`src/rtl/salct_ram.sv`:
```
`default_nettype none

module salct_ram #(
    parameter int WIDTH = 8,
    parameter int DEPTH = 16
) (
    input  wire logic                                 i_clk,
    input  wire logic                                 i_wr_en,
    input  wire logic [(DEPTH > 1 ? $clog2(DEPTH) : 1)-1:0] i_wr_addr,
    input  wire logic [WIDTH-1:0]                     i_wr_data,
    input  wire logic                                 i_rd_en,
    input  wire logic [(DEPTH > 1 ? $clog2(DEPTH) : 1)-1:0] i_rd_addr,
    output logic      [WIDTH-1:0]                     o_rd_data
);

    logic [WIDTH-1:0] r_mem [DEPTH];

    // Write port and registered read port
    always_ff @(posedge i_clk) begin
        if (i_wr_en) begin
            r_mem[i_wr_addr] <= i_wr_data;
        end
        if (i_rd_en) begin
            o_rd_data <= r_mem[i_rd_addr];
        end
    end

endmodule

`default_nettype wire

```
`config.mk`:
```
export PLATFORM = sky130hd
export DESIGN_NAME = salct_ram
export DESIGN_NICKNAME = d
export VERILOG_FILES = /design/src/rtl/salct_ram.sv
export SDC_FILE = /design/constraint.sdc
export NUM_CORES = 1
export LEC_CHECK = 0
export ABC_AREA = 1
export BUFFER_PORTS_ARGS = -buffer_cell sky130_fd_sc_hd__buf_2
export CAP_MARGIN = 40
export CORE_MARGIN = 8
export CORE_UTILIZATION = 55
export CTS_BUF_LIST = sky130_fd_sc_hd__clkbuf_4
export DETAILED_ROUTE_END_ITERATION = 8
export PLACE_DENSITY_LB_ADDON = 0.08
export SYNTH_ARGS = -nofsm -noshare
export SYNTH_HDL_FRONTEND = slang
export SYNTH_SLANG_ARGS = --single-unit
```
`constraint.sdc`:
```
create_clock -name i_clk -period 3.2 [get_ports i_clk]
set_input_delay 0.32 -clock i_clk [delete_from_list [all_inputs] [get_ports i_clk]]
set_output_delay 0.32 -clock i_clk [all_outputs]
set_load 0.03 [all_outputs]
```
# Yosys cells after proc, flatten, opt, wreduce, memory -nomap -nowiden

Memory sizes are Yosys's and may differ from the RTL's. A register that Yosys moved wholly into a read port is not among the register bits.
Index checks and enable logic that the tools add are counted.

Mux-type cells: 2

Operators with widths:

| cell    | number |
|---|---|
| $mux W1 | 2 |

Register bits: 0
Memory bits (writable): 128
Input bits: 19
Logic and storage cells: 3
Memories: 1

Memory list:

| name  | words | bits a word | read ports | clocked after Yosys merged registers in | write ports | RTL line | text |
|---|---|---|---|---|---|---|---|
| r_mem | 16    | 8           | 1          | 1                                       | 1           | 16       | `logic [WIDTH-1:0] r_mem [DEPTH];` |

# Logic depth before layout (Yosys ltp)

Gate-level depths: netlist of the first run.

Depth in word-level cells: 2
Gate-level depth with buffers: 8
Mapped depth without buffers: 7

# Least setup slack after synthesis of the first run

No wires, ideal clock.

Path kind: input port to flip-flop
Start: input i_wr_addr[2] in the netlist's numbering
End: memory r_mem[10][0] (enable)
Setup time: 0.370 ns
Data arrival time: 0.901 ns
Slack: 1.929 ns
Stages on the path: 2
Cells stage by stage: nand3b_1 nor2_1

RTL lines:

| element            | RTL line | text |
|---|---|---|
| start: declaration | 9        | `input wire logic [(DEPTH > 1 ? $clog2(DEPTH) : 1)-1:0] i_wr_addr,` |
| end: declaration   | 16       |  |

No word-level cell before the write port.

# Final worst setup path of the first run

Start: register o_rd_data[6], read port of r_mem
End: output o_rd_data[6]

RTL lines:

| element            | RTL line | text |
|---|---|---|
| start: declaration | 13       | `output logic [WIDTH-1:0] o_rd_data` |

No word-level cell between the ends.

==> impl_metrics.toml, run 1 <==
[layout]
num_antenna_cells = 0
final_common_cell = "nand2_1"
fin_area_um2 = 6370
fin_cells = 724
drive_above_1_share = 0.100
fin_nets = 594
layout_common_cells = "173 x nand2_1, 136 x edfxtp_1, 100 x inv_1, 97 x nand3_1, 26 x buf_2"
area_growth_pct = 9.01

[pwr]
peakVddDrop_mv = 0.282
leakage_uw = 0.00273
power.density_nw_per_um2 = 571

[logic_synthesis]
synth_top_area_frac = 0.698
yosysTopAreaCell = "edfxtp_1"
synthTopCellsByArea = "edfxtp_1 70%, nand2_1 11%, nand3_1 8.3%"
synth.cell_area_um2 = 5850
synthDistinctLibCells = 11
ys_warn_count = 0
synth.avg_cell_area_um2 = 10.6
ys_seq_elements = 136
ys_seq_area_frac = 0.698
syn-num-nets = 570
synthCells = 551

[cts]
ctsLongestPathBuffers = 2
clk_pin_slew_ns = 0.13
cts_sinks = 136
clock_latency_ns = 0.53
cts_tree = "built"
post_cts_buffers = 0
cts_root_buf = "clkbuf_4"
cts_resized = 0
cts_hold_buffers = 0
numCtsBuffers = 17
h-tree-depth = 4

[worst_hold_path]
hold_end = "o_rd_data[3]$_DFFE_PP_"
whs_path_depth = 1
hold_class = "in -> reg"
hp-start = "i_rd_en"

[drt]
vias = 3711
wl_per_cell_um = 17.5
drtAntennaViolNets = 0
drc = 0
drt_first_pass_iters = 5
totalWireLength_um = 12700
routed_via_density = 5.13
first_iter_violations = 369

[global_routing]
use_met3 = 0.0425
grt_pass1_vias = 3577
use_met1 = 0.258
grt_busiest_layer = "met2"
grt_overflow_total = 0
grt_pass1_wl_um = 20000
grt_max_degree = 65
antenna_found_initial = 0
grt.total_usage = 0.186
gr-usage-met2 = 0.276

[setup_path]
worst-setup-path-type = "reg -> out"
rr_endpoint = "o_rd_data[5]$_DFFE_PP_"
arrival_ns = 1.13
start_kind = "flip-flop"
slowest_delay_ns = 0.42
critPathLaunch = "o_rd_data[6]$_DFFE_PP_"
path_buf_inv = 1
rr_startpoint = "r_mem[1][5]$_DFFE_PP_"
critPathMaxFanout = 1
critical_path.top_delay_family = "flip-flops"
end_kind = "output pin"
cp_slowest_cell = "edfxtp_1"
regToRegSetupSlack_ns = 1.98
required_ns = 2.88
ff2ff_path_depth = 6
path_cells = "buf_2"

[sta]
setup-violations-final = 0
fin_tns_setup_ns = 0
worst_pin_slew_ns = 0.868
holdWs_ns = 0.152
maxSlewHeadroom = 0.419
fin_crit_ns = 1.45
grt_setup_unrepaired = "no"
setup_slack_ns = 1.75
period_share = 0.454
fmax_mhz = 689
report.final.slew_viol_count = 0
clock_skew_ns = 0.0242
finalHoldViolations = 0

[placement]
place_inst = 692
routabilityCongestion = 0.821
post-place-ws_ns = 1.30
dpl.hpwl_um = 7730
port_buffers = 26
dpl_cell_area_um2 = 6020

[floorplan]
start_util = 0.566
io_pins = 27
core_um2 = 10300
row_count = 37
die_y_um = 119
die-area_um2 = 14200
die_x_um = 119

[status]
status = "complete, no violations"

[run]
drv_cap = 0
==> per-stage QoR <==
stage	total power (uW)	util
after global placement	2300	0.583
after global routing	3750	0.617
final	3640	0.617
after detailed placement	2310	0.583
after floorplan	2210	-
after CTS	3660	0.617
==> layer usage <==
layer / up-vias / share of wire
li1: 1831 / -
met1: 1713 / 0.45
met2: 150 / 0.46
met3: 17 / 0.072
met4: 0 / 0.022
met5: - / 0
==> state kept, by name, indices dropped and copies added, names as in the netlist <==
signal and count:
r_mem 128, o_rd_data 8
==> how the worst max path moves through the flow <==
| stage | cells past startpoint | to |
|---|---|---|
| 2_1_floorplan | 2 | r_mem[10][0]$_DFFE_PP_ |
| 3_3_place_gp | 8 | o_rd_data[7]$_DFFE_PP_ |
| 3_5_place_dp | 8 | o_rd_data[4]$_DFFE_PP_ |
| 4_1_cts | 1 | o_rd_data[6] |
| 5_1_grt | 1 | o_rd_data[6] |
| 6_report | 1 | o_rd_data[6] |
==> cell type report <==
class | instances | area (um^2)
clock inverter | 15 | 230
timing repair buffer | 29 | 165
clock buffer | 17 | 128
tap | 136 | 170
fill | 844 | 3950
sequential | 136 | 4080
multi-input combinational | 289 | 1210
inverter | 102 | 383
==> power breakdown <==
group	switching, uW	internal [uW]
Combinational	186	63.6
Clock	610	768
Sequential	9.88	2000
Total	806	2840
==> cell families (layout without fill, tap and decap cells) <==
family	after synthesis	count (layout)	synth area share
buf+inv	126	163	0.0939
flops	136	136	0.698
simple gates	289	289	0.208
==> worst reg2reg max path: cells and delay by family, from the launching register on <==
| kind | cells | cell delay (ns) |
|---|---|---|
| simple gates | 5 | 0.55 |
| flops | 1 | 0.39 |
| buf+inv | 1 | 0.06 |
==> synthesized netlist by cell type, drive strengths merged <==
cell type / instances
nand3: 97
buf: 24
nor2: 17
edfxtp: 136
inv: 102
nand3b: 2
nand2: 173
(Power assumes the default switching activity.)
==> run 2, diff against run 1 <==
Clock period 3.2 ns to 1.3 ns, I/O delays scaled along.
==> run 2 against run 1 <==
  * Clock skew down 0.012 ns
  * Hold slack got worse by 0.029 ns
  * Final cell count rose by 4.6%
  * Power rose by 140%
  * Count of clock-buffer cells in the layout grew 3
  * First-iteration DRC count decreased by 6.0%
  * Via count rose by 5.4%
  * Critical endpoint is now o_rd_data[5]
  * Largest cell class unchanged
  * Highest routed layer unchanged
==> impl_metrics.toml, run 2 (same netlist as run 1, synthesis figures left out) <==
[global_routing]
grt_pass1_wl_um = 20800
grt_overflow_total = 0
antenna_found_initial = 0
grt_max_degree = 44
grt.total_usage = 0.194
grt_pass1_vias = 3811

[pwr]
power.density_nw_per_um2 = 1310
leakage_uw = 0.00292
peakVddDrop_mv = 0.612

[sta]
fin_crit_ns = 1.29
fmax_mhz = 776
clock_skew_ns = 0.0118
report.final.slew_viol_count = 0
worst_pin_slew_ns = 0.588
period_share = 0.991
setup_slack_ns = 0.0111
maxSlewHeadroom = 0.607
finalHoldViolations = 0
grt_setup_unrepaired = "yes"
setup-violations-final = 0

[layout]
fin_nets = 627
regMostFlops = "r_mem"
fin_area_um2 = 6690
drive_above_1_share = 0.134
area_growth_pct = 14.4
largest_reg_flops = 128
num_antenna_cells = 0
largestRegisters = "r_mem: 128 flops, o_rd_data: 8 flops"
final_common_cell = "nand2_1"
layout_common_cells = "173 x nand2_1, 136 x edfxtp_1, 100 x inv_1, 97 x nand3_1, 25 x buf_4"

[placement]
dpl.hpwl_um = 8290
routabilityCongestion = 0.805
post-place-ws_ns = -0.150
dpl_cell_area_um2 = 6220
port_buffers = 26

[cts]
cts_root_buf = "clkbuf_4"
clock_latency_ns = 0.52
cts_tree = "built"
clk_pin_slew_ns = 0.10
cts_sinks = 136
numCtsBuffers = 17
ctsLongestPathBuffers = 2
h-tree-depth = 4

[setup_path]
critical_path.top_delay_family = "flip-flops"
slowest_delay_ns = 0.47
arrival_ns = 1.16
start_kind = "flip-flop"
required_ns = 1.17
path_buf_inv = 1
critPathMaxFanout = 1
cp_slowest_cell = "edfxtp_1"
end_kind = "output pin"
path_cells = "buf_6"
worst-setup-path-type = "reg -> out"

[drt]
wl_per_cell_um = 17.1
drt_first_pass_iters = 5
first_iter_violations = 347
vias = 3910
routed_via_density = 5.17
drtAntennaViolNets = 0
drc = 0
totalWireLength_um = 12900

[floorplan]
io_pins = 27
row_count = 37
die-area_um2 = 14200
start_util = 0.566
die_y_um = 119
die_x_um = 119
core_um2 = 10300

[status]
status = "complete, no violations"

[worst_hold_path]
hold_class = "in -> reg"

[run]
drv_cap = 0
## run 2: path summary, 6_finish.rpt
kind,from,slack [ns],to,cells after the start
max,o_rd_data[5]$_DFFE_PP_,0.01,o_rd_data[5],1
max reg2reg,r_mem[7][1]$_DFFE_PP_,0.16,o_rd_data[1]$_DFFE_PP_,6
min,i_rd_addr[2],0.12,o_rd_data[3]$_DFFE_PP_,4
min reg2reg,r_mem[12][1]$_DFFE_PP_,0.78,o_rd_data[1]$_DFFE_PP_,6
## run 2: power breakdown
group	internal (uW)	switching [uW]
Sequential	4930	35.6
Combinational	231	462
Clock	1750	1370
## run 2: repair_timing
action | 4_1_cts | 5_1_grt
endpoints found under the hold margin | 111 | 0
setup buffers | 0 | 0
resized for setup | 14 | 2
setup endpoints to repair | 7 | 6
hold buffers | 9 | 0
gates cloned | 0 | 0
## run 2: area by class of cell
cell class / instances / area (um^2)
clock buffer: 20 / 150
clock inverter: 12 / 180
fill: 839 / 3640
inverter: 102 / 383
multi-input combinational: 289 / 1210
sequential: 136 / 4080
tap: 136 / 170
timing repair buffer: 62 / 507
## run 2: per-stage QoR
step	TNS [ns]	total power (uW)	hold WS, ns	cells	util
2_1_floorplan	0	5440	0.229	551	-
3_3_place_gp	-0.366	5710	0.505	716	0.603
3_5_place_dp	-0.446	5720	0.516	716	0.603
4_1_cts	-0.0723	8870	0.0780	757	0.648
5_1_grt	-0.115	9100	0.113	757	0.648
6_report	0	8780	0.124	757	0.648
## run 2: routing by layer
layer	vias to the layer above	share of wire	global-route usage
li1	1894	-	-
met1	1848	0.45	0.262
met2	142	0.46	0.285
met3	26	0.056	0.0472
met4	0	0.033	0.105
met5	-	0	0
==> run 3, diff against run 2 <==
Settings changed: CORE_UTILIZATION 55 to 38.
==> run 3 against run 2 <==
  * Worst setup slack worse by 0.0092 ns
  * Largest power group unchanged
  * Cell area fell by 0.24%
  * First-iteration DRC count down 9.8%
  * Critical path type unchanged
  * Non-clock buffer count is 7 higher
  * Die area is 38% higher
  * Utilization fell by 21 points
  * Global-route usage down 4.4 points
==> impl_metrics.toml, run 3 (same netlist as run 1, synthesis figures left out) <==
[worst_hold_path]
hp-start = "i_wr_data[3]"
hold_class = "in -> reg"

[drt]
vias = 3786
routed_via_density = 4.67
drc = 0
drt_first_pass_iters = 4
wl_per_cell_um = 17.5
totalWireLength_um = 14200
first_iter_violations = 313
drtAntennaViolNets = 0

[layout]
fin_nets = 634
largest_reg_flops = 128
area_growth_pct = 14.1
regMostFlops = "r_mem"
fin_util = 0.440
layout_common_cells = "173 x nand2_1, 136 x edfxtp_1, 100 x inv_1, 97 x nand3_1, 29 x buf_4"
num_antenna_cells = 0
largestRegisters = "r_mem: 128 flops, o_rd_data: 8 flops"
drive_above_1_share = 0.135
fillers = 1436
final_common_cell = "nand2_1"

[setup_path]
required_ns = 1.17
critical_path.top_delay_family = "flip-flops"
path_buf_inv = 1
regToRegSetupSlack_ns = 0.14
start_kind = "flip-flop"
cp_num_cells = 1
worst-setup-path-type = "reg -> out"
cp_slowest_cell = "edfxtp_1"
rr_endpoint = "o_rd_data[5]$_DFFE_PP_"
cp-endpoint = "o_rd_data[5]"
slowest_delay_ns = 0.46
ff2ff_path_depth = 6
critPathLaunch = "o_rd_data[5]$_DFFE_PP_"
path_cells = "buf_6"
arrival_ns = 1.17
end_kind = "output pin"
critPathMaxFanout = 1
rr_startpoint = "r_mem[7][5]$_DFFE_PP_"

[placement]
dpl.hpwl_um = 8900
port_buffers = 26
routabilityCongestion = 0.807
post-place-ws_ns = -0.134

[sta]
setup_slack_ns = 0.00192
setup-violations-final = 0
grt_setup_unrepaired = "yes"
report.final.slew_viol_count = 0
fin_crit_ns = 1.30
fin_tns_setup_ns = 0
finalHoldViolations = 0
fmax_mhz = 770
worst_pin_slew_ns = 0.413
period_share = 0.999
maxSlewHeadroom = 0.725
clock_skew_ns = 0.0110

[pwr]
leakage_uw = 0.00289
power.density_nw_per_um2 = 1150
peakVddDrop_mv = 0.456

[floorplan]
die-area_um2 = 19600
row_count = 45
io_pins = 27
core_um2 = 15100
die_x_um = 140
die_y_um = 140
start_util = 0.386

[cts]
clock_latency_ns = 0.53
cts_sinks = 136
numCtsBuffers = 17
post_cts_buffers = 0
cts_root_buf = "clkbuf_4"
h-tree-depth = 4
clk_pin_slew_ns = 0.10
cts_tree = "built"
ctsLongestPathBuffers = 2

[global_routing]
grt_pass1_wl_um = 21500
grt_pass1_vias = 3736
grt_max_degree = 53
antenna_found_initial = 0
grt_overflow_total = 0
grt.total_usage = 0.150

[run]
drv_cap = 0

[status]
status = "complete, no violations"
[run 3: worst min path at each step]
stage / slack, ns / cells past startpoint / end
2_1_floorplan: 0.23 / 0 / r_mem[0][0]$_DFFE_PP_
3_3_place_gp: 0.54 / 1 / o_rd_data[3]$_DFFE_PP_
3_5_place_dp: 0.54 / 1 / o_rd_data[1]$_DFFE_PP_
4_1_cts: 0.02 / 1 / r_mem[4][3]$_DFFE_PP_
5_1_grt: 0.007 / 1 / r_mem[9][3]$_DFFE_PP_
6_report: 0.06 / 1 / r_mem[5][3]$_DFFE_PP_
[run 3: repair_timing]
item / in CTS / in global routing
endpoints found under the setup margin: 5 / 6
hold endpoints to repair: 91 / 0
pin swaps: 0 / 0
resized for setup: 10 / 3
hold buffers: 8 / 0
[run 3: final cells by class]
class                           count  area (um^2)  share of cell area
Sequential cell                   136         4080               0.612
Multi-Input combinational cell    289         1210               0.182
Timing Repair Buffer               69          586              0.0878
Inverter                          102          383              0.0574
Tap cell                          188          235              0.0353
Clock buffer                       17          128              0.0191
Clock inverter                     10         42.5             0.00638
[run 3: routing by layer]
| layer | up-vias | part of all wire | track usage |
|---|---|---|---|
| met1 | 1793 | 0.46 | 0.191 |
| li1 | 1900 | - | - |
| met2 | 72 | 0.47 | 0.239 |
| met3 | 21 | 0.055 | 0.0394 |
| met5 | - | 0 | 0 |
| met4 | 0 | 0.020 | 0.0600 |
[run 3: power breakdown]
group	leakage (uW)	total, uW	switching [uW]	internal, uW
sequential	0.00124	4960	31.1	4930
clock	0.000103	2020	1370	648
combinational	0.00155	726	477	249
[run 3: through the flow]
stage          hold slack, ns  cells  total power [uW]  cell area (um^2)
5_1_grt               0.00690    811              8040              6670
4_1_cts                0.0185    811              7810              6670
6_report               0.0598    811              7710              6670
3_3_place_gp            0.541    776              5760              6380
2_1_floorplan           0.229    551              5440              5850
3_5_place_dp            0.541    776              5760              6380
[run 3: worst reg2reg max path, stage by stage, from the launching register on]
cell and delay (ns):
edfxtp_1 0.38, inv_1 0.06, nand2_1 0.04, nand3_1 0.08
nand3_1 0.13, nand3_1 0.16, nand2_1 0.07
