--- src/rtl/salct_pkg.sv ---
`default_nettype none

package salct_pkg;

    // Field widths of the access and result items
    localparam int ADDR_BITS  = 32;
    localparam int STAMP_BITS = 32;
    localparam int CNT_W      = 48;
    localparam int WAY_OUT_W  = 2;

    // Default geometry
    localparam int SET_COUNT_DEF  = 64;
    localparam int WAYS_DEF       = 4;
    localparam int LINE_BYTES_DEF = 64;

    typedef struct packed {
        logic [ADDR_BITS-1:0]  address;
        logic                  write_op;
        logic [STAMP_BITS-1:0] timestamp;
    } t_in_item;

    typedef struct packed {
        logic                 hit;
        logic                 writeback;
        logic [WAY_OUT_W-1:0] way_used;
        logic [CNT_W-1:0]     access_total;
        logic [CNT_W-1:0]     hit_total;
        logic [CNT_W-1:0]     miss_total;
        logic [CNT_W-1:0]     writeback_total;
    } t_out_item;

    // Status of one lookup, from the way selector to the top level
    typedef struct packed {
        logic hit;
        logic writeback;
        logic dirty;
    } t_lookup_flags;

endpackage

`default_nettype wire

--- src/rtl/salct_lookup.sv ---
`default_nettype none

module salct_lookup #(
    parameter int WAYS  = 4,
    parameter int TAG_W = 20,
    parameter int WAY_W = 2
) (
    input  wire logic [WAYS*(1+salct_pkg::STAMP_BITS+TAG_W)-1:0] i_row,
    input  wire logic [WAYS-1:0]                                 i_valid,
    input  wire logic [TAG_W-1:0]                                i_tag,
    output logic      [WAY_W-1:0]                                o_way,
    output salct_pkg::t_lookup_flags                             o_flags
);
    import salct_pkg::*;

    localparam int ENT_W = 1 + STAMP_BITS + TAG_W;
    localparam int PW    = 1 << WAY_W;

    logic [TAG_W-1:0]      tags   [WAYS];
    logic [STAMP_BITS-1:0] stamps [WAYS];
    logic [WAYS-1:0]       dirty;
    logic [WAYS-1:0]       match;

    logic [STAMP_BITS-1:0] nd_stamp [1:2*PW-1];
    logic [WAY_W-1:0]      nd_idx   [1:2*PW-1];
    logic                  nd_pres  [1:2*PW-1];

    logic             hit;
    logic [WAY_W-1:0] hit_way;
    logic             any_free;
    logic [WAY_W-1:0] free_way;
    logic [WAY_W-1:0] victim;
    logic [WAY_W-1:0] way;
    logic             way_dirty;
    logic             way_valid;

    // Split the row into its entries and compare tags
    always_comb begin
        for (int w = 0; w < WAYS; w++) begin
            tags[w]   = i_row[w*ENT_W +: TAG_W];
            stamps[w] = i_row[w*ENT_W + TAG_W +: STAMP_BITS];
            dirty[w]  = i_row[w*ENT_W + ENT_W - 1];
            match[w]  = i_valid[w] && (tags[w] == i_tag);
        end
    end

    // Pick the lowest matching way and the lowest free way
    always_comb begin
        hit      = 1'b0;
        hit_way  = '0;
        any_free = 1'b0;
        free_way = '0;
        for (int w = WAYS - 1; w >= 0; w--) begin
            if (match[w]) begin
                hit     = 1'b1;
                hit_way = WAY_W'(w);
            end
            if (!i_valid[w]) begin
                any_free = 1'b1;
                free_way = WAY_W'(w);
            end
        end
    end

    // Find the oldest stamp with a pairwise tree; ties keep the lower way
    always_comb begin
        for (int n = 0; n < PW; n++) begin
            nd_pres[PW+n]  = (n < WAYS);
            nd_idx[PW+n]   = WAY_W'(n);
            nd_stamp[PW+n] = '0;
            for (int w = 0; w < WAYS; w++) begin
                if (w == n) begin
                    nd_stamp[PW+n] = stamps[w];
                end
            end
        end
        for (int n = PW - 1; n >= 1; n--) begin
            if (nd_pres[2*n+1] && (nd_stamp[2*n+1] < nd_stamp[2*n])) begin
                nd_stamp[n] = nd_stamp[2*n+1];
                nd_idx[n]   = nd_idx[2*n+1];
            end else begin
                nd_stamp[n] = nd_stamp[2*n];
                nd_idx[n]   = nd_idx[2*n];
            end
            nd_pres[n] = nd_pres[2*n] || nd_pres[2*n+1];
        end
    end

    // Choose the way and report a dirty eviction
    always_comb begin
        victim    = any_free ? free_way : nd_idx[1];
        way       = hit ? hit_way : victim;
        way_dirty = 1'b0;
        way_valid = 1'b0;
        for (int w = 0; w < WAYS; w++) begin
            if (WAY_W'(w) == way) begin
                way_dirty = dirty[w];
                way_valid = i_valid[w];
            end
        end
    end

    assign o_way             = way;
    assign o_flags.hit       = hit;
    assign o_flags.writeback = !hit && way_valid && way_dirty;
    assign o_flags.dirty     = way_dirty;

endmodule

`default_nettype wire

--- config.mk ---
export PLATFORM = sky130hd
export DESIGN_NAME = salct_lookup
export DESIGN_NICKNAME = d
export VERILOG_FILES = /design/src/rtl/salct_pkg.sv /design/src/rtl/salct_lookup.sv
export SDC_FILE = /design/constraint.sdc
export NUM_CORES = 1
export LEC_CHECK = 0
export BUFFER_PORTS_ARGS = -buffer_cell sky130_fd_sc_hd__buf_2
export CAP_MARGIN = 20
export CORE_MARGIN = 5
export CORE_UTILIZATION = 47
export DETAILED_ROUTE_END_ITERATION = 10
export PLACE_DENSITY_LB_ADDON = 0.15
export SLEW_MARGIN = 20
export SYNTH_ARGS = -nofsm -noshare
export SYNTH_HDL_FRONTEND = slang
export SYNTH_SLANG_ARGS = --single-unit
--- constraint.sdc ---
create_clock -name vclk -period 5.65
set_clock_uncertainty 0.2 [all_clocks]
set_input_delay 0.2825 -clock vclk [all_inputs]
set_output_delay 0.2825 -clock vclk [all_outputs]
set_load 0.01 [all_outputs]
Yosys cells after proc, flatten, opt, wreduce, memory -nomap -nowiden

Cells that the tools add are included.

Register bits after elaboration: 0
Input port bits: 236

Reduce and logical (&&, ||, !) cells: 8
$lt $le $gt $ge: 3
Eq/ne operators: 7
Muxes and demuxes: 31

Operators with widths:

| cell                                               | number |
|---|---|
| < comparator 32 bit                                | 3 |
| equality test 20 bit                               | 4 |
| two-way mux 32 bit                                 | 2 |
| two-way mux 2 bit                                  | 11 |
| two-way mux 1 bit                                  | 18 |
| logical AND 1 bit                                  | 6 |
| equality test 2 bit, first input constant          | 2 |
| equality test 1 x 2 -> 1 bit, first input constant | 1 |
| zero test 2 bit                                    | 1 |
| zero test 1 bit                                    | 1 |

Logic depth before layout (Yosys ltp)

Gate-level depths: netlist of the first run.

Depth in word-level cells: 14
Mapped depth: 21
Depth with buffers taken out: 19

Worst setup path after synthesis of the first run

OpenSTA, ideal clock, no wires.

Path kind: input-to-output
Start point: in i_row[156] (netlist bit)
End point: out o_flags[0] (netlist bit)
Stages: 20
Path slack: 0.688 ns
Arrival time: 4.479 ns
Cells stage by stage: inv_1 ha_1 and4_1 nand2_1 a211o_1 o2111ai_1 a21o_1 clkbuf_1 mux2_2 ha_1 a21o_1 a21o_1 a2111oi_2 o21ai_1 a211o_1 a311oi_4 a31o_4 mux2i_1 a21oi_1 buf_4

Longest elaborated chain between the ends: 11

Ends and longest elaborated chain:

| element                        | line               | source |
|---|---|---|
| start: declaration             | salct_lookup.sv:8  | `input wire logic [WAYS*(1+salct_pkg::STAMP_BITS+TAG_W)-1:0] i_row,` |
| < comparator 32 bit            | salct_lookup.sv:78 | `if (nd_pres[2*n+1] && (nd_stamp[2*n+1] < nd_stamp[2*n])) begin` |
| two-way mux 32 bit *           | salct_lookup.sv:78 |  |
| < comparator 32 bit *          | salct_lookup.sv:78 |  |
| two-way mux 2 bit *            | salct_lookup.sv:78 |  |
| two-way mux 2 bit *            | salct_lookup.sv:91 | `victim = any_free ? free_way : nd_idx[1];` |
| two-way mux 2 bit *            | salct_lookup.sv:92 | `way = hit ? hit_way : victim;` |
| via o_way[1]                   | salct_lookup.sv:11 | `output logic [WAY_W-1:0] o_way,` |
| zero test 2 bit                | salct_lookup.sv:96 | `if (WAY_W'(w) == way) begin` |
| two-way mux 1 bit (3 in a row) | salct_lookup.sv:96 |  |
| two-way mux 1 bit *            | salct_lookup.sv:96 |  |
| end: declaration               | salct_lookup.sv:12 | `output salct_pkg::t_lookup_flags o_flags` |

Mark *: on every way through the listed nets, which the timed path passes. The rest lies on a longest branch.

==> metrics.cfg, run 1 <==
[route]
drc = 0
wl_per_cell_um = 15.65
highest_layer = met4
ant_nets = 0
dr_total_vias = 4829
drtPass1Iterations = 5
wl_met2_um = 6859
viasPerCell = 5.396
route.met3.wl_um = 1241
drt_iter0_drc = 107
routed_wl_um = 14000
met1_length_um = 5635

[timing]
period_needed_ns = 5.316
timing.final.crit_share_pct = 94.09
setup_violations = 0
worst_pin_slew_ns = 0.4334
rsz0062_at_grt = no
maxSlewViolCount = 0
fin_tns_setup_ns = 0
hold_violations = 0
hold_ws_ns = 0.7924
max_freq_ghz = 0.1881
max-slew-margin-rel_pct = 70.84

[power]
p_leak_uw = 0.002887
cellPowerDensity_nw_per_um2 = 97.99
power_uw = 530.1
peakVddDrop_mv = 0.06237
pwr-share-comb_pct = 100.0
internal_power_uw = 257.5
swShare_pct = 51.43
pwr-share-clk_pct = 0
p_switching_uw = 272.7
p_seq_share_pct = 0

[hold_path]
timing.hold.worst_endpoint = o_flags[0]
whs_path_depth = 4
min_from = i_row[211]
hold_path_class = in -> out

[grt]
grt_usage_pct = 25.37
grt_pass1_wl_um = 21970
grt_start_max_net_pins = 25
grt_pass1_vias = 4941
gr-total-overflow = 0
antenna_found_initial = 0

[placed_design]
gp_congestion = 0.9406
portBuffers = 241
place_hpwl_um = 13030

[layout]
nFillCells = 766
clkbuf_count = 0
drive_above_1_share_pct = 37.22
seq_cells = 0
antenna_cells = 0
seq_area_um2 = 0
area_growth_pct = 33.87
nets = 1121
multiInputGateArea_um2 = 3756

[synth]
syn_area_per_cell_um2 = 7.282
ys_warn_count = 0
yosysTopAreaCell = ha_1
synth.most_common_cell = ha_1
synth_commonest_cells = 93 x ha_1, 68 x inv_1, 64 x a21oi_1, 52 x xnor2_1, 45 x nor2_1
yosysTopAreaCellShare_pct = 28.79
syn-cell-area_um2 = 4041
netlist_instances = 555
synth_area_leaders = ha_1 29%, xnor2_1 11%, mux2_2 8.6%
synth.distinct_cells = 52
yosysSeqAreaShare_pct = 0
synth_nets = 884

[clocking]
cts_hold_buf = 0
ctsResizeCount = 0
cts_setup_buffers = 0

[floorplan]
core_um2 = 8299
die_y_um = 102.7
start_util_pct = 48.70
rows = 33
num_io_pins = 241
die_area_um2 = 10550
dieWidth_um = 102.7

[critical_path]
cp_data_required_time_ns = 5.17
critPathMaxStageDelay_ns = 0.37
path_delay_family = compound AO/OA/AOI/OAI gates
endpoint_kind = output pin
cp_max_fo = 22
cp_slowest_cell = a2111oi_0
crit_arrival_ns = 4.83
path_class = in -> out
worst-path-buf-inv = 4
critical_path.most_common_cell = a21oi_1
worst_setup_path_start_kind = input port
path_cells = buf_2, inv_1, ha_1, a21oi_1, o21ai_1, a22oi_1, o2111ai_2, o31ai_4, buf_4, nor2_1, a21oi_1, ha_1, a21oi_1, a21oi_1, a2111oi_0, o21ai_0, a211o_1, a311oi_4, a31oi_1, and2_2, a211oi_2, buf_2

[run_status]
status = complete, no violations

[flow_run]
drv_cap = 0

[through the flow]
stage | utilization (%) | cell area (µm²) | std cells | setup WS, ns
floorplan | - | 4041 | 555 | 0.6882
global placement | 65.04 | 5398 | 895 | 0.4027
detailed placement | 65.04 | 5398 | 895 | 0.2302
CTS | 65.04 | 5398 | 895 | 0.2358
global route | 65.19 | 5410 | 895 | 0.01916
finish | 65.19 | 5410 | 895 | 0.3340
[tightest hold or removal path: stages]
cell	delay, ns
buf_2	0.10
a221oi_2	0.07
a21oi_1	0.11
buf_2	0.15
[power groups by stage]
stage               Combinational (µW)  Clock, µW  Sequential (µW)
floorplan                          329          0                0
global placement                   510          0                0
detailed placement                 526          0                0
CTS                                529          0                0
global route                       598          0                0
finish                             530          0                0
[cell families after synthesis]
kind of cell / count (synthesis) / synth area share [%]
xor gates and xnor gates: 80 / 17.34
and+or+nand+nor: 145 / 17.83
muxes: 32 / 8.885
buffers and inverters: 81 / 7.709
adders and majority gates: 93 / 28.79
AOI/OAI and AO/OA: 124 / 19.44
[layout make-up]
class                           count  share of cell area, %
Timing Repair Buffer              247                  23.36
Tap cell                          105                  2.428
Multi-Input combinational cell    474                  69.43
Inverter                           69                  4.787
[worst max path at each step]
| stage | start | to | slack (ns) | depth (start not counted) |
|---|---|---|---|---|
| 4_1_cts | i_row[153] | o_flags[1] | 0.24 | 21 |
| 5_1_grt | i_row[153] | o_flags[1] | 0.02 | 21 |
| 3_5_place_dp | i_row[153] | o_flags[1] | 0.23 | 21 |
| 6_report | i_row[31] | o_flags[1] | 0.33 | 22 |
| 2_1_floorplan | i_row[156] | o_flags[0] | 0.69 | 20 |
| 3_3_place_gp | i_row[43] | o_flags[1] | 0.40 | 20 |
[placed cells by master (no fill, tap or decap), types with 12 or more instances in the layout]
| master | instances |
|---|---|
| ha_1 | 93 |
| mux2_2 | 31 |
| nor2_1 | 45 |
| o21ai_0 | 16 |
| xnor2_1 | 52 |
| buf_2 | 241 |
| nor4_1 | 12 |
| a21oi_1 | 64 |
| nand2_1 | 28 |
| nand4_1 | 29 |
| inv_1 | 68 |
| xor2_1 | 28 |
[layer usage]
metal / up-vias / global-route usage (%)
li1: 2468 / -
met4: 0 / 4.382
met2: 181 / 47.27
met5: - / 0
met1: 2153 / 30.77
met3: 27 / 4.263
No activity file was read; power rests on OpenSTA's default activity.
==> run 2, diff against run 1 <==
--- a/config.mk
+++ b/config.mk
@@ -5,10 +5,11 @@
 export SDC_FILE = /design/constraint.sdc
 export NUM_CORES = 1
 export LEC_CHECK = 0
+export ABC_AREA = 1
 export BUFFER_PORTS_ARGS = -buffer_cell sky130_fd_sc_hd__buf_2
 export CAP_MARGIN = 20
 export CORE_MARGIN = 5
-export CORE_UTILIZATION = 47
+export CORE_UTILIZATION = 49
 export DETAILED_ROUTE_END_ITERATION = 10
 export PLACE_DENSITY_LB_ADDON = 0.15
 export SLEW_MARGIN = 20
==> metrics.cfg, run 2 <==
[run_status]
status = complete, no violations

[synth]
yosysTopAreaCell = ha_1
synth_nets = 1187
ys_warn_count = 0
syn_area_per_cell_um2 = 5.553
yosysSeqAreaShare_pct = 0
yosysTopAreaCellShare_pct = 24.42
netlist_instances = 858
syn-cell-area_um2 = 4765
synth.distinct_cells = 39
synth_commonest_cells = 192 x nand2_1, 132 x inv_1, 102 x nor2_1, 93 x ha_1, 77 x a21oi_1
synth.most_common_cell = nand2_1
synth_area_leaders = ha_1 24%, nand2_1 15%, inv_1 10%

[placed_design]
gp_congestion = 1.000
place_hpwl_um = 15210
portBuffers = 241

[grt]
grt_start_max_net_pins = 65
grt_pass1_wl_um = 26330
grt_usage_pct = 27.27
antenna_found_initial = 2
gr-total-overflow = 0
grt_pass1_vias = 6152

[critical_path]
endpoint_kind = output pin
path_class = in -> out
critical_path.most_common_cell = nand2_1
cp_max_fo = 64
critPathMaxStageDelay_ns = 0.49
worst_setup_path_start_kind = input port
cp_slowest_cell = or4_1
crit_arrival_ns = 4.47
cp_data_required_time_ns = 5.17

[power]
p_leak_uw = 0.003576
peakVddDrop_mv = 0.04637
power_uw = 545.4
cellPowerDensity_nw_per_um2 = 89.66

[timing]
hold_violations = 0
worst_pin_slew_ns = 0.5572
rsz0062_at_grt = no
max-slew-margin-rel_pct = 62.72
maxSlewViolCount = 0
timing.final.crit_share_pct = 87.62
fin_tns_setup_ns = 0
max_freq_ghz = 0.2020
setup_violations = 0
period_needed_ns = 4.951

[layout]
clkbuf_count = 0
nFillCells = 1023
nets = 1416
seq_cells = 0
layout_common_cells = 241 x buf_2, 192 x nand2_1, 132 x inv_1
seq_area_um2 = 0
drive_above_1_share_pct = 24.88
area_growth_pct = 27.68
final_common_cell = buf_2

[route]
routed_wl_um = 16920
drtPass1Iterations = 6
ant_nets = 0
wl_per_cell_um = 13.88
drt_iter0_drc = 405
dr_total_vias = 6441
drc = 0
viasPerCell = 5.284

[floorplan]
core_um2 = 9639
rows = 36
num_io_pins = 241
dieWidth_um = 108.6
start_util_pct = 49.43
die_area_um2 = 11800
die_y_um = 108.6

[flow_run]
drv_cap = 0

[hold_path]
timing.hold.worst_endpoint = o_flags[0]
hold_path_class = in -> out
min_from = i_row[211]
whs_path_depth = 5

[clocking]
cts_hold_buf = 0
ctsResizeCount = 0
cts_setup_buffers = 0

-- run 2: final cells by class --
cell class | count | area (µm²) | area share (%)
antenna | 1 | 2.502 | 0.04114
inverter | 136 | 510.5 | 8.392
multi-input combinational | 707 | 4190 | 68.88
tap | 133 | 166.4 | 2.736
timing repair buffer | 242 | 1214 | 19.95
-- run 2: worst max-delay path, delay by kind of cell --
family | cells | cell delay, ns
AOI/OAI and AO/OA | 4 | 0.73
adders and majority gates | 2 | 0.62
buffers and inverters | 5 | 0.36
and+or+nand+nor | 15 | 2.48
-- run 2: worst max-delay path by stage --
stage / start / end / slack [ns] / cells after the start
2_1_floorplan: i_row[51] / o_flags[0] / 1.42 / 27
3_3_place_gp: i_row[51] / o_flags[1] / 0.71 / 27
3_5_place_dp: i_row[51] / o_flags[0] / 0.69 / 26
4_1_cts: i_row[51] / o_flags[0] / 0.69 / 26
5_1_grt: i_row[141] / o_flags[1] / 0.24 / 30
6_report: i_row[51] / o_flags[0] / 0.70 / 26
-- run 2: stage by stage --
stage	setup WS [ns]	cells	utilization (%)	hold WS [ns]	area [µm²]
floorplan	1.418	858	-	0.5608	4765
global placement	0.7106	1218	63.08	0.7923	6081
detailed placement	0.6930	1218	63.08	0.8020	6081
CTS	0.6884	1218	63.08	0.8020	6081
global route	0.2383	1219	63.11	0.8595	6083
finish	0.6994	1219	63.11	0.7977	6083
-- run 2: kinds of logic (layout without fill, tap and decap cells) --
logic type | Yosys count | count (layout) | synth area share, %
AO/OA/AOI/OAI | 164 | 164 | 18.70
adder cells (fa/ha/maj) | 93 | 93 | 24.42
other | 0 | 1 | 0
XOR/XNOR | 24 | 24 | 4.412
AND/OR/NAND/NOR | 426 | 426 | 40.41
buffers and inverters | 151 | 378 | 12.05
-- run 2: routing by layer --
metal | vias to the layer above | share of wire, % | GRT usage [%] | wire [µm]
li1 | 3350 | - | - | -
met1 | 2749 | 39 | 32.46 | 6645
met2 | 295 | 48 | 50.40 | 8085
met3 | 45 | 9.4 | 3.552 | 1593
met4 | 2 | 3.4 | 8.566 | 580
met5 | - | 0.077 | 0 | 13
-- run 2: where the power goes --
group,leakage (µW),internal (µW),switching (µW)
logic,0.00358,228,318
registers,0,0,0
clock network,0.00000000634,0.0000237,0
total,0.00358,228,318
==> run 3, diff against run 2 <==
--- a/config.mk
+++ b/config.mk
@@ -8,6 +8,7 @@
 export ABC_AREA = 1
 export BUFFER_PORTS_ARGS = -buffer_cell sky130_fd_sc_hd__buf_2
 export CAP_MARGIN = 20
+export CORE_ASPECT_RATIO = 0.6
 export CORE_MARGIN = 5
 export CORE_UTILIZATION = 49
 export DETAILED_ROUTE_END_ITERATION = 10
==> metrics.cfg, run 3 (synthesized netlist as in run 2, its figures left out) <==
[clocking]
ctsResizeCount = 0
cts_hold_buf = 0
cts_setup_buffers = 0

[timing]
worst_pin_slew_ns = 0.6161
max-slew-margin-rel_pct = 58.55
maxSlewViolCount = 0
timing.final.crit_share_pct = 89.76
hold_violations = 0
max_freq_ghz = 0.1972
period_needed_ns = 5.071
setup_violations = 0
rsz0062_at_grt = no
fin_tns_setup_ns = 0

[layout]
final_common_cell = buf_2
clkbuf_count = 0
layout_common_cells = 241 x buf_2, 192 x nand2_1, 132 x inv_1
stdcell_area_um2 = 6077
nets = 1416
area_growth_pct = 27.55
drive_above_1_share_pct = 24.88
antenna_cells = 0
final_cells = 1215
seq_cells = 0
seq_area_um2 = 0
nFillCells = 963

[power]
p_seq_share_pct = 0
internal_power_uw = 229.2
cellPowerDensity_nw_per_um2 = 92.94
peakVddDrop_mv = 0.04868
swShare_pct = 59.42
pwr-share-comb_pct = 100.0
p_switching_uw = 335.6
pwr-share-clk_pct = 0
p_leak_uw = 0.003576

[route]
drc = 0
viasPerCell = 5.345
ant_nets = 0
routed_wl_um = 18330
wl_per_cell_um = 15.08
drt_iter0_drc = 582
dr_total_vias = 6494
drtPass1Iterations = 5

[grt]
grt_start_max_net_pins = 65
grt_usage_pct = 28.54
grt_pass1_vias = 5641
gr-total-overflow = 0
grt_pass1_wl_um = 27520
antenna_found_initial = 0

[critical_path]
worst_setup_path_start_kind = input port
cp_max_fo = 64
path_class = in -> out
cp_slowest_cell = or4_1
worst-path-buf-inv = 3
cp_data_required_time_ns = 5.17
critPathMaxStageDelay_ns = 0.50
endpoint_kind = output pin
path_delay_family = simple AND/OR/NAND/NOR gates
crit_arrival_ns = 4.59

[placed_design]
post-place-cells = 1215
place_area_um2 = 6077
portBuffers = 241
place_hpwl_um = 16320
gp_congestion = 1.099

[run_status]
status = complete, no violations

[floorplan]
start_util_pct = 51.10
num_io_pins = 241
dieWidth_um = 137.3
die_area_um2 = 11860
rows = 27
die_y_um = 86.38
core_um2 = 9324

[flow_run]
drv_cap = 0

[hold_path]
hold_path_class = in -> out

## run 3: changes by cell type in the layout (fill, tap and decap cells not counted)
cell / previous run / this run
diode_2: 1 / 0
## run 3: through the flow
stage / hold slack (ns) / setup WS [ns] / utilization [%] / total power, µW
final: 0.8426 / 0.5786 / 65.18 / 564.8
after global routing: 0.9018 / 0.09175 / 65.18 / 642.6
after CTS: 0.8384 / 0.6459 / 65.18 / 553.6
after detailed placement: 0.8370 / 0.6527 / 65.18 / 550.5
after global placement: 0.8347 / 0.8097 / 65.18 / 542.9
after floorplan: 0.5608 / 1.418 / - / 350.4
## run 3: path summary, 6_finish.rpt
check       start         end  slack [ns]  depth (start not counted)
min    i_row[211]  o_flags[0]        0.84                          5
max     i_row[45]  o_flags[1]        0.58                         26
## run 3: cell type report
class / count / area, µm² / share of cell area (%)
Inverter: 136 / 510.5 / 8.400
Tap cell: 130 / 162.7 / 2.677
Multi-Input combinational cell: 707 / 4190 / 68.95
Timing Repair Buffer: 242 / 1214 / 19.97
## run 3: metal layers
layer  up-vias  global-route usage [%]  share of wire, %
li1       3353                       -                 -
met1      2749                   45.71                48
met2       380                   38.95                38
met3        12                   7.019                14
met4         0                   1.630              0.63
met5         -                       0                 0
## run 3: power by group through the flow
stage          Combinational, µW  Sequential (µW)  Clock (µW)
2_1_floorplan                350                0           0
3_3_place_gp                 543                0           0
3_5_place_dp                 551                0           0
4_1_cts                      554                0           0
5_1_grt                      643                0           0
6_report                     565                0           0
